$ cat config.mk
export PLATFORM = sky130hd
export DESIGN_NAME = single_wire_sensor_pulse_decoder_unit
export DESIGN_NICKNAME = d
export VERILOG_FILES = /design/src/rtl/swpd_pkg.sv /design/src/rtl/swpd_fifo.sv /design/src/rtl/swpd_front.sv /design/src/rtl/swpd_back.sv /design/src/rtl/single_wire_sensor_pulse_decoder_unit.sv
export SDC_FILE = /design/constraint.sdc
export NUM_CORES = 1
export LEC_CHECK = 0
export BUFFER_PORTS_ARGS = -buffer_cell sky130_fd_sc_hd__buf_2
export CAP_MARGIN = 20
export CORE_MARGIN = 10
export CORE_UTILIZATION = 59
export DETAILED_ROUTE_END_ITERATION = 10
export GPL_TIMING_DRIVEN = 0
export HOLD_SLACK_MARGIN = 0.02
export PLACE_DENSITY = 0.78
export REMOVE_ABC_BUFFERS = 1
export SLEW_MARGIN = 20
export SYNTH_ARGS = -nofsm -noshare
export SYNTH_HDL_FRONTEND = slang
export SYNTH_SLANG_ARGS = --single-unit
$ cat constraint.sdc
create_clock -name clk -period 4.72 [get_ports clk]
set_clock_uncertainty 0.2 [all_clocks]
set_input_delay 0.944 -clock clk [delete_from_list [all_inputs] [get_ports clk]]
set_output_delay 0.944 -clock clk [all_outputs]
set_load 0.02 [all_outputs]
$ cat src/rtl/swpd_pkg.sv
// Shared types and constants for the single-wire sensor pulse decoder.
// No dependencies; used by swpd_front, swpd_back and the top level.
package swpd_pkg;

  typedef enum logic [1:0] {
    CMD_START   = 2'd0,
    CMD_EDGE    = 2'd1,
    CMD_FINISH  = 2'd2,
    CMD_TIMEOUT = 2'd3
  } cmd_t;

  typedef enum logic [1:0] {
    ST_OK       = 2'd0,
    ST_PULSE    = 2'd1,
    ST_CHECKSUM = 2'd2,
    ST_TIMEOUT  = 2'd3
  } status_t;

  localparam logic [6:0] PULSE_TOTAL = 7'd82;
  localparam logic [7:0] ACK0_MIN = 8'd40;
  localparam logic [7:0] ACK0_MAX = 8'd210;
  localparam logic [7:0] ACK1_MIN = 8'd60;
  localparam logic [7:0] ACK1_MAX = 8'd100;
  localparam logic [7:0] LOW_MIN  = 8'd35;
  localparam logic [7:0] LOW_MAX  = 8'd85;
  localparam logic [7:0] ZERO_MIN = 8'd10;
  localparam logic [7:0] ZERO_MAX = 8'd45;
  localparam logic [7:0] ONE_MIN  = 8'd55;
  localparam logic [7:0] ONE_MAX  = 8'd95;
  localparam logic [7:0] WIDTH_SAT = 8'hFF;
  localparam int unsigned BIT_COUNT = 40;

  // Classified operation handed from the front end to the decoder core.
  typedef struct packed {
    cmd_t        op;
    logic        has_result;
    logic [15:0] etime;
  } op_t;

  typedef struct packed {
    status_t     status;
    logic [15:0] humidity;
    logic [15:0] temperature;
  } result_t;

endpackage

$ cat src/rtl/swpd_fifo.sv
// Two-entry register queue with full/empty flags.
// Generic; no package dependency.
module swpd_fifo #(
  parameter int WIDTH = 8
) (
  input  logic             clk,
  input  logic             rst_n,
  input  logic             wr_en,
  input  logic [WIDTH-1:0] wr_data,
  input  logic             rd_en,
  output logic [WIDTH-1:0] rd_data,
  output logic             full,
  output logic             empty
);

  logic [WIDTH-1:0] slot_r [2];
  logic             wr_ptr_r, rd_ptr_r;
  logic [1:0]       count_r;
  logic             do_wr, do_rd;

  assign full    = (count_r == 2'd2);
  assign empty   = (count_r == 2'd0);
  assign do_wr   = wr_en && !full;
  assign do_rd   = rd_en && !empty;
  assign rd_data = slot_r[rd_ptr_r];

  always_ff @(posedge clk) begin
    if (!rst_n) begin
      wr_ptr_r <= 1'b0;
      rd_ptr_r <= 1'b0;
      count_r  <= 2'd0;
    end else begin
      if (do_wr) wr_ptr_r <= !wr_ptr_r;
      if (do_rd) rd_ptr_r <= !rd_ptr_r;
      case ({do_wr, do_rd})
        2'b10:   count_r <= count_r + 2'd1;
        2'b01:   count_r <= count_r - 2'd1;
        default: count_r <= count_r;
      endcase
    end
  end

  always_ff @(posedge clk) begin
    if (do_wr) slot_r[wr_ptr_r] <= wr_data;
  end

endmodule

$ cat src/rtl/swpd_front.sv
// Front end: accepts commands, classifies them and queues them for the core.
// Depends on swpd_pkg and swpd_fifo.
module swpd_front (
  input  logic           clk,
  input  logic           rst_n,
  input  logic           push,
  output logic           full,
  input  logic [1:0]     in_cmd,
  input  logic [15:0]    in_edge_time,
  output swpd_pkg::op_t  op,
  output logic           op_valid,
  input  logic           op_pop
);

  swpd_pkg::op_t cls;
  logic          op_empty;

  always_comb begin
    cls.op    = swpd_pkg::cmd_t'(in_cmd);
    cls.etime = in_edge_time;
    case (cls.op)
      swpd_pkg::CMD_FINISH,
      swpd_pkg::CMD_TIMEOUT: cls.has_result = 1'b1;
      default:               cls.has_result = 1'b0;
    endcase
  end

  swpd_fifo #(.WIDTH($bits(swpd_pkg::op_t))) u_op_q (
    .clk     (clk),
    .rst_n   (rst_n),
    .wr_en   (push),
    .wr_data (cls),
    .rd_en   (op_pop),
    .rd_data (op),
    .full    (full),
    .empty   (op_empty)
  );

  assign op_valid = !op_empty;

endmodule

$ cat src/rtl/swpd_back.sv
// Decoder core: pulse timing checks, bit assembly and checksum decode.
// Depends on swpd_pkg.
module swpd_back #(
  parameter int COUNTER_WIDTH = 16
) (
  input  logic               clk,
  input  logic               rst_n,
  input  swpd_pkg::op_t      op,
  input  logic               op_valid,
  output logic               op_pop,
  input  logic               res_full,
  output logic               res_push,
  output swpd_pkg::result_t  res
);

  localparam int BW = swpd_pkg::BIT_COUNT;

  logic [COUNTER_WIDTH-1:0] last_r, last_nxt;
  logic [6:0]               idx_r, idx_nxt;
  logic [7:0]               low_r, low_nxt;
  logic [BW-1:0]            bits_r, bits_nxt;
  logic                     err_r, err_nxt;

  logic [31:0]              now32, el32;
  logic [COUNTER_WIDTH-1:0] now, elapsed;
  logic [7:0]               w;
  logic                     fire, one_bit;
  logic [7:0]               b0, b1, b2, b3, b4, sum;

  assign fire     = op_valid && (!op.has_result || !res_full);
  assign op_pop   = fire;
  assign res_push = fire && op.has_result;

  assign now32   = {16'd0, op.etime};
  assign now     = now32[COUNTER_WIDTH-1:0];
  assign elapsed = now - last_r;
  assign el32    = 32'(elapsed);
  assign w       = (el32 > 32'd255) ? swpd_pkg::WIDTH_SAT : el32[7:0];

  assign b0  = bits_r[39:32];
  assign b1  = bits_r[31:24];
  assign b2  = bits_r[23:16];
  assign b3  = bits_r[15:8];
  assign b4  = bits_r[7:0];
  assign sum = b0 + b1 + b2 + b3;

  assign one_bit = (w >= swpd_pkg::ONE_MIN) && (w <= swpd_pkg::ONE_MAX);

  always_comb begin
    last_nxt = last_r;
    idx_nxt  = idx_r;
    low_nxt  = low_r;
    bits_nxt = bits_r;
    err_nxt  = err_r;
    res.status      = swpd_pkg::ST_OK;
    res.humidity    = 16'd0;
    res.temperature = 16'd0;
    case (op.op)
      swpd_pkg::CMD_START: begin
        last_nxt = now;
        idx_nxt  = 7'd0;
        low_nxt  = 8'd0;
        bits_nxt = '0;
        err_nxt  = 1'b0;
      end
      swpd_pkg::CMD_EDGE: begin
        if (idx_r < swpd_pkg::PULSE_TOTAL) begin
          if (idx_r == 7'd0) begin
            if (w < swpd_pkg::ACK0_MIN || w > swpd_pkg::ACK0_MAX) err_nxt = 1'b1;
          end else if (idx_r == 7'd1) begin
            if (w < swpd_pkg::ACK1_MIN || w > swpd_pkg::ACK1_MAX) err_nxt = 1'b1;
          end else if (!idx_r[0]) begin
            // low half of a data pair: hold until the high half arrives
            low_nxt = w;
          end else begin
            if (low_r < swpd_pkg::LOW_MIN || low_r > swpd_pkg::LOW_MAX) err_nxt = 1'b1;
            if (!one_bit && (w < swpd_pkg::ZERO_MIN || w > swpd_pkg::ZERO_MAX))
              err_nxt = 1'b1;
            bits_nxt = {bits_r[BW-2:0], one_bit};
          end
          last_nxt = now;
          idx_nxt  = idx_r + 7'd1;
        end
      end
      swpd_pkg::CMD_FINISH: begin
        if (idx_r < swpd_pkg::PULSE_TOTAL || err_r) begin
          res.status = swpd_pkg::ST_PULSE;
        end else if (sum != b4) begin
          res.status = swpd_pkg::ST_CHECKSUM;
        end else begin
          res.humidity    = {b0, b1};
          res.temperature = {b2, b3};
        end
        idx_nxt = swpd_pkg::PULSE_TOTAL;
      end
      default: begin
        res.status = swpd_pkg::ST_TIMEOUT;
        idx_nxt    = swpd_pkg::PULSE_TOTAL;
      end
    endcase
  end

  always_ff @(posedge clk) begin
    if (!rst_n) begin
      last_r <= '0;
      idx_r  <= swpd_pkg::PULSE_TOTAL;
      low_r  <= 8'd0;
      bits_r <= '0;
      err_r  <= 1'b0;
    end else if (fire) begin
      last_r <= last_nxt;
      idx_r  <= idx_nxt;
      low_r  <= low_nxt;
      bits_r <= bits_nxt;
      err_r  <= err_nxt;
    end
  end

endmodule

$ cat src/rtl/single_wire_sensor_pulse_decoder_unit.sv
// Single-wire sensor reply decoder, top level: front end, decoder core and
// result queue. Depends on swpd_pkg, swpd_front, swpd_back and swpd_fifo.
//
// Commands enter through a queue-style port (push/full) and results leave
// through one (empty/pop). One command is accepted every clock cycle while the
// command queue is not full; the core retires one command per cycle out of a
// two-entry command queue unless stalled, and pushes a result into the result
// queue when it retires a finish or timeout command. A two-entry result queue
// lets commands keep flowing while a result waits to be popped; only when it is
// full does a finish or timeout stall the core. Edge times are counter values
// of COUNTER_WIDTH bits (taken from the 16-bit edge_time field); pulse widths
// are measured modulo the counter range and saturate at 255 microseconds.
module single_wire_sensor_pulse_decoder_unit #(
  parameter int COUNTER_WIDTH = 16
) (
  input  logic        clk,
  input  logic        rst_n,
  input  logic        push,
  output logic        full,
  input  logic [1:0]  in_cmd,
  input  logic [15:0] in_edge_time,
  output logic        empty,
  input  logic        pop,
  output logic [1:0]  out_status,
  output logic [15:0] out_humidity,
  output logic [15:0] out_temperature
);

  swpd_pkg::op_t     op;
  logic              op_valid, op_pop;
  logic              res_full, res_push;
  swpd_pkg::result_t res, res_head;

  swpd_front u_front (
    .clk          (clk),
    .rst_n        (rst_n),
    .push         (push),
    .full         (full),
    .in_cmd       (in_cmd),
    .in_edge_time (in_edge_time),
    .op           (op),
    .op_valid     (op_valid),
    .op_pop       (op_pop)
  );

  swpd_back #(.COUNTER_WIDTH(COUNTER_WIDTH)) u_back (
    .clk      (clk),
    .rst_n    (rst_n),
    .op       (op),
    .op_valid (op_valid),
    .op_pop   (op_pop),
    .res_full (res_full),
    .res_push (res_push),
    .res      (res)
  );

  swpd_fifo #(.WIDTH($bits(swpd_pkg::result_t))) u_res_q (
    .clk     (clk),
    .rst_n   (rst_n),
    .wr_en   (res_push),
    .wr_data (res),
    .rd_en   (pop),
    .rd_data (res_head),
    .full    (res_full),
    .empty   (empty)
  );

  assign out_status      = res_head.status;
  assign out_humidity    = res_head.humidity;
  assign out_temperature = res_head.temperature;

endmodule
After elaboration in Yosys (flattened, before gate mapping)
Memory sizes are Yosys's and may differ from the RTL's. A register that Yosys moved wholly into a read port is not among the register bits.
Cells that the tools add are included.
- input bits: 22
- memory bits (writable): 106
- flip-flop bits (word level): 80
- output and inout port bits: 36
- memories: 2
- memories (memory ; depth ; bits a word ; rd ports ; clocked after Yosys merged registers in ; write ports ; line ; RTL):
    u_res_q.slot_r ; 2 ; 34 ; 1 ; 1 ; 1 ; swpd_fifo.sv:16 ; logic [WIDTH-1:0] slot_r [2];
    u_front.u_op_q.slot_r ; 2 ; 19 ; 1 ; 1 ; 1 ; swpd_fifo.sv:16 ;
- reduce and logical (&&, ||, !) cells: 38
- add/sub/neg operators: 9
- equal/unequal tests: 21
- $lt $le $gt $ge: 12
- muxes and demuxes: 41
- operator list (operator ; number):
    two-way mux 40 bit ; 4
    two-way mux 32 bit ; 3
    one-hot mux 40 bit (2 select lines) ; 1
    two-way mux 8 bit ; 5
    one-hot mux 16 bit (2 select lines) ; 1
    adder 8 bit ; 3
    < comparator 8 x 6 -> 1 bit, second input constant ; 3
    two-way mux 1 bit ; 17
    greater-than comparator 16 x 8 -> 1 bit, second input constant ; 1
    greater-than comparator 8 x 7 -> 1 bit, second input constant ; 2
    two-way mux 16 bit ; 1
    one-hot mux 8 bit (2 select lines) ; 1
    subtractor 16 bit ; 1
    equality test 2 bit, second input constant ; 7
    one-hot mux 7 bit (2 select lines) ; 1
    one-hot mux 2 bit (2 select lines) ; 3
    AND reduction 6 bit ; 2
    logical NOT 1 bit ; 10
    >= comparator 8 x 6 -> 1 bit, second input constant ; 1
    greater-than comparator 8 x 6 -> 1 bit, second input constant ; 1
    greater-than comparator 8 bit, second input constant ; 1
    less-or-equal comparator 8 x 7 -> 1 bit, second input constant ; 1
    logical AND 1 bit ; 8
    < comparator 8 x 4 -> 1 bit, second input constant ; 1
    other kinds (24) ; 42

Logic depth before layout (Yosys ltp)
- depth in word-level cells: 13
- depth in mapped cells: 16
- mapped depth without buffers: 14

By module
A second synthesis with hierarchy kept.
- cell total of the unflattened synthesis: 776
- area total of the unflattened synthesis: 9086.2 sq um
- by module, submodules not included (module ; area an instance (sq um) ; instances ; cells an instance):
    swpd_back ; 4795.8 ; 1 ; 557
    swpd_fifo (u_res_q) ; 2681.3 ; 1 ; 132
    swpd_fifo (u_front.u_op_q) ; 1601.5 ; 1 ; 85
    swpd_front ; 7.5 ; 1 ; 2

Worst setup path after synthesis
OpenSTA, ideal clock, no wires.
- path kind: flip-flop to flip-flop
- start: register with a tool-made name
- end: register u_back.err_r
- buffers on the path: 3
- setup time: 0.116 ns
- required time: 4.404 ns
- arrival time: 3.444 ns
- stages on the path, launching flop included: 17
- setup slack: 0.960 ns
- period minus slack after synthesis: 3.760 ns
- path through: dfxtp_1 > buf_2 > buf_1 > mux2i_1 > ha_1 > inv_1 > fa_1 > a211oi_2 > o21ai_1 > a41oi_2 > o21ai_1 > and3b_1 > nor4_1 > and3_1 > buf_6 > o221ai_1 > and3_1
- RTL lines (item ; line ; RTL):
    end signal: assignment ; swpd_back.sv:115 ; err_r <= err_nxt;
    end: declaration ; swpd_back.sv:22 ; logic err_r, err_nxt;

==> metrics.md <==
| Metric | Value |
|---|---|
| Run status | `finished, final reports clean` |
| I/O Pins | `58` |
| DRT Wirelength | `17000 microns` |
| Worst-path fanout max | `40` |
| Final nets | `924` |
| TritonCTS Buffers | `17` |
| PortBufs | `57` |
| Largest net degree at the start of global routing | `77` |
| Synth warn | `0` |
| Max cap viols | `0` |
| WS Path Type | `reg2reg` |
| Tcrit/Tclk final | `93.7%` |
| Setup crit start kind | `register` |
| Final Setup Violations | `0` |
| Avg Cell Area, Syn | `11.3 sq um` |
| Routing usage on met1 | `18.1%` |
| Gr ovfl total | `0` |
| GRT busiest layer | `met2` |
| Die height | `145 microns` |
| # H-tree levels | `4` |
| Syn Std Cell Area | `9260 sq um` |
| Clock latency on the worst-skew pair | `430 ps` |
| Placed insts | `1052` |
| CTS max path bufs | `2` |
| Initial Util | `60.5%` |
| Number of distinct library cells after synthesis | `64` |
| Syn Inst Count | `820` |
| Core ar. | `15300 sq um` |
| Share of flip-flops with an asynchronous set or reset | `0%` |
| Sum Neg Setup Slack | `0 ps` |
| Met2 GRT Util | `28.8%` |
| Vias in the first global route | `6257` |
| DP HPWL | `11800 microns` |
| Tmin final | `4420 ps` |
| Clock tree from TritonCTS | `yes` |
| Sequential fraction of the synthesis area | `52.1%` |
| Routability cong. | `0.840` |
| Leak | `3.77 nW` |
| Synth top area share | `34.4%` |
| First-pass GRT wire length | `29000 microns` |
| Fmax | `226 MHz` |
| Fill cells | `1160` |
| Vias per cell | `5.72` |
| Die area | `21100 sq um` |
| Crit end category | `register` |
| Data arrival time of the worst path | `4560 ps` |
| Worst Path Required | `4860 ps` |
| P&R area growth vs syn | `11.6%` |
| # rows | `45` |
| Antenna-violating nets left | `0` |
| RSZ-0062 raised after global routing | `false` |
| Fin. Hold Viols | `0` |
| Postcts setup bufs | `0` |
| PD cells | `563 nW/um^2` |
| TritonRoute pass-1 iters | `5` |
| Worst min path class | `reg2reg` |
| Final Non-Filler Cells | `1084` |
| Final Max Slew Viols | `0` |
| Clk root buf | `clkbuf_16` |
| WL per Instance | `15.7 microns` |
| Initial drt markers | `376` |
| DRC errors left | `0` |
| Cell taking the most area after synthesis | `edfxtp_1` |
| Vias | `6204` |
| Clk sinks | `188` |
| Yosys reg bits | `188` |
| Post-synth top flop | `edfxtp_1` |
| Die width | `145 microns` |
| GRT Util Overall | `16.1%` |
| Max IR drop VDD | `0.322 mV` |
| Number of antenna violations at the first check in global routing | `0` |
| Max-slew headroom | `37.4%` |
| Worst slew pin tran | `939 ps` |
| Layout cells sized above 1 | `18.6%` |
| EDFF count, synth | `106` |
| GR Util met3 | `3.66%` |
| Synth top area cells | `edfxtp_1 (34%), dfxtp_1 (18%), mux2_2 (6.0%), ha_1 (3.6%), fa_1 (3.2%)` |
| CTS clk-pin slew, worst paths | `70 ps` |
| Antenna fix cells | `0` |
timing repair:
item	CTS	global route
setup endpoints to repair	1	0
hold buffers	0	0
resized for setup	1	0
sequential cells by signal (all words and copies together), names as in the netlist, named ones only:
signal	cells
u_back.last_r	16
u_front.u_op_q.count_r	2
u_back.low_r	8
u_back.idx_r	7
u_front.u_op_q.slot_r	38
u_res_q.slot_r	68
u_front.u_op_q.rd_ptr_r	1
u_back.bits_r	40
u_front.u_op_q.wr_ptr_r	1
u_res_q.wr_ptr_r	1
u_res_q.rd_ptr_r	1
u_back.err_r	1
u_res_q.count_r	2
cell families after synthesis:
family / count (synthesis) / synth area share, %
flops: 188 / 52.1
fa+ha+maj: 42 / 6.89
compound gates: 157 / 11.9
xor+xnor: 36 / 3.61
buf+inv: 74 / 3.49
mux: 70 / 8.27
simple gates: 253 / 13.7
placed cells by master (no fill, tap or decap), types with 4 or more instances in the layout:
cell,Yosys,final
and2_1,43,43
nor2b_1,19,19
nand3_1,47,47
mux2_2,49,49
a22o_1,8,8
mux2i_1,20,20
a21o_1,8,8
inv_1,33,33
or3_1,5,5
a21boi_1,8,8
nand2_1,73,73
a21oi_1,22,22
o21ai_0,24,24
nor2_1,31,26
o211ai_1,7,7
nor2_4,0,4
xnor2_1,28,28
and3_1,7,7
clkinv_2,0,4
buf_2,7,56
ha_1,27,27
a21boi_0,34,34
o21bai_1,5,5
a31oi_1,4,4
nor3_1,8,8
clkbuf_16,0,17
fa_1,15,15
o21a_1,8,7
edfxtp_1,106,106
nand2b_1,6,6
dfxtp_1,82,80
xor2_1,7,7
final timing paths:
kind	startpoint	endpoint	slack [ps]	cells after the start
max	register	u_back.bits_r[38]$_SDFFE_PN0P_	300	8
min reg2reg	u_back.low_r[7]$_SDFFE_PN0P_	u_back.low_r[7]$_SDFFE_PN0P_	290	1
max reg2reg	register	u_back.bits_r[38]$_SDFFE_PN0P_	300	8
min	u_back.low_r[7]$_SDFFE_PN0P_	u_back.low_r[7]$_SDFFE_PN0P_	290	1
power breakdown:
| group | total, mW | internal [mW] | switching (mW) | leakage [nW] |
|---|---|---|---|---|
| Combinational | 2.22 | 0.894 | 1.33 | 1.85 |
| Sequential | 2.17 | 2.01 | 0.158 | 1.63 |
| Clock | 1.42 | 0.811 | 0.612 | 0.291 |
| Total | 5.82 | 3.72 | 2.10 | 3.77 |
Yosys cell counts (2+ instances only):
master	n
nor3_1	8
a22o_1	8
and3b_1	2
buf_2	7
a21boi_1	8
o31ai_1	2
or3_1	5
nor2b_1	19
fa_1	15
nor3b_1	3
xor2_1	7
edfxtp_1	106
a41oi_1	2
nand2b_1	6
buf_1	2
nor2_1	31
o2111ai_1	3
o211ai_1	7
a31oi_1	4
mux2i_1	20
and2_1	43
o41ai_1	2
o21ai_1	4
o21a_1	8
o21ai_0	24
buf_6	3
ha_1	27
o211a_1	3
a21o_1	8
clkbuf_1	27
mux2_2	49
nand4_1	3
a21boi_0	34
dfxtp_1	82
nand2_1	73
o21bai_1	5
and3_1	7
inv_1	33
xnor2_1	28
a21oi_1	22
nand3_1	47
per-layer routing:
| layer | vias to the layer above | share of wire, % |
|---|---|---|
| li1 | 3016 | - |
| met1 | 3021 | 42 |
| met4 | 0 | 1.9 |
| met2 | 141 | 52 |
| met5 | - | 0 |
| met3 | 26 | 3.8 |
through the flow:
stage               instance area (sq um)  setup slack, ps  total power [mW]  hold slack [ps]  util [%]
floorplan                            9060              733              3.83              245         -
global placement                     9610             -641              4.28              262      62.8
detailed placement                   9740             87.8              4.42              265      63.6
CTS                                 10300              315              5.85              285      67.5
global route                        10300             22.3              6.17              313      67.5
finish                              10300              298              5.82              285      67.5
critical path, stage by stage, from the launching register on:
cell and delay (ps):
dfxtp_2 680, mux2i_2 610, inv_1 150, nand2_1 320
o21ai_1 340, nor2_4 720, o21a_2 790, nand3_1 210
a21boi_0 250
cell type report:
cell class	instances	area [sq um]	area share, %
timing repair buffer	62	369	3.57
multi-input combinational	558	4160	40.2
tap	211	264	2.55
clock inverter	13	141	1.37
inverter	33	124	1.20
clock buffer	19	453	4.38
sequential	188	4830	46.7
Power figures use the tool's default switching activity.
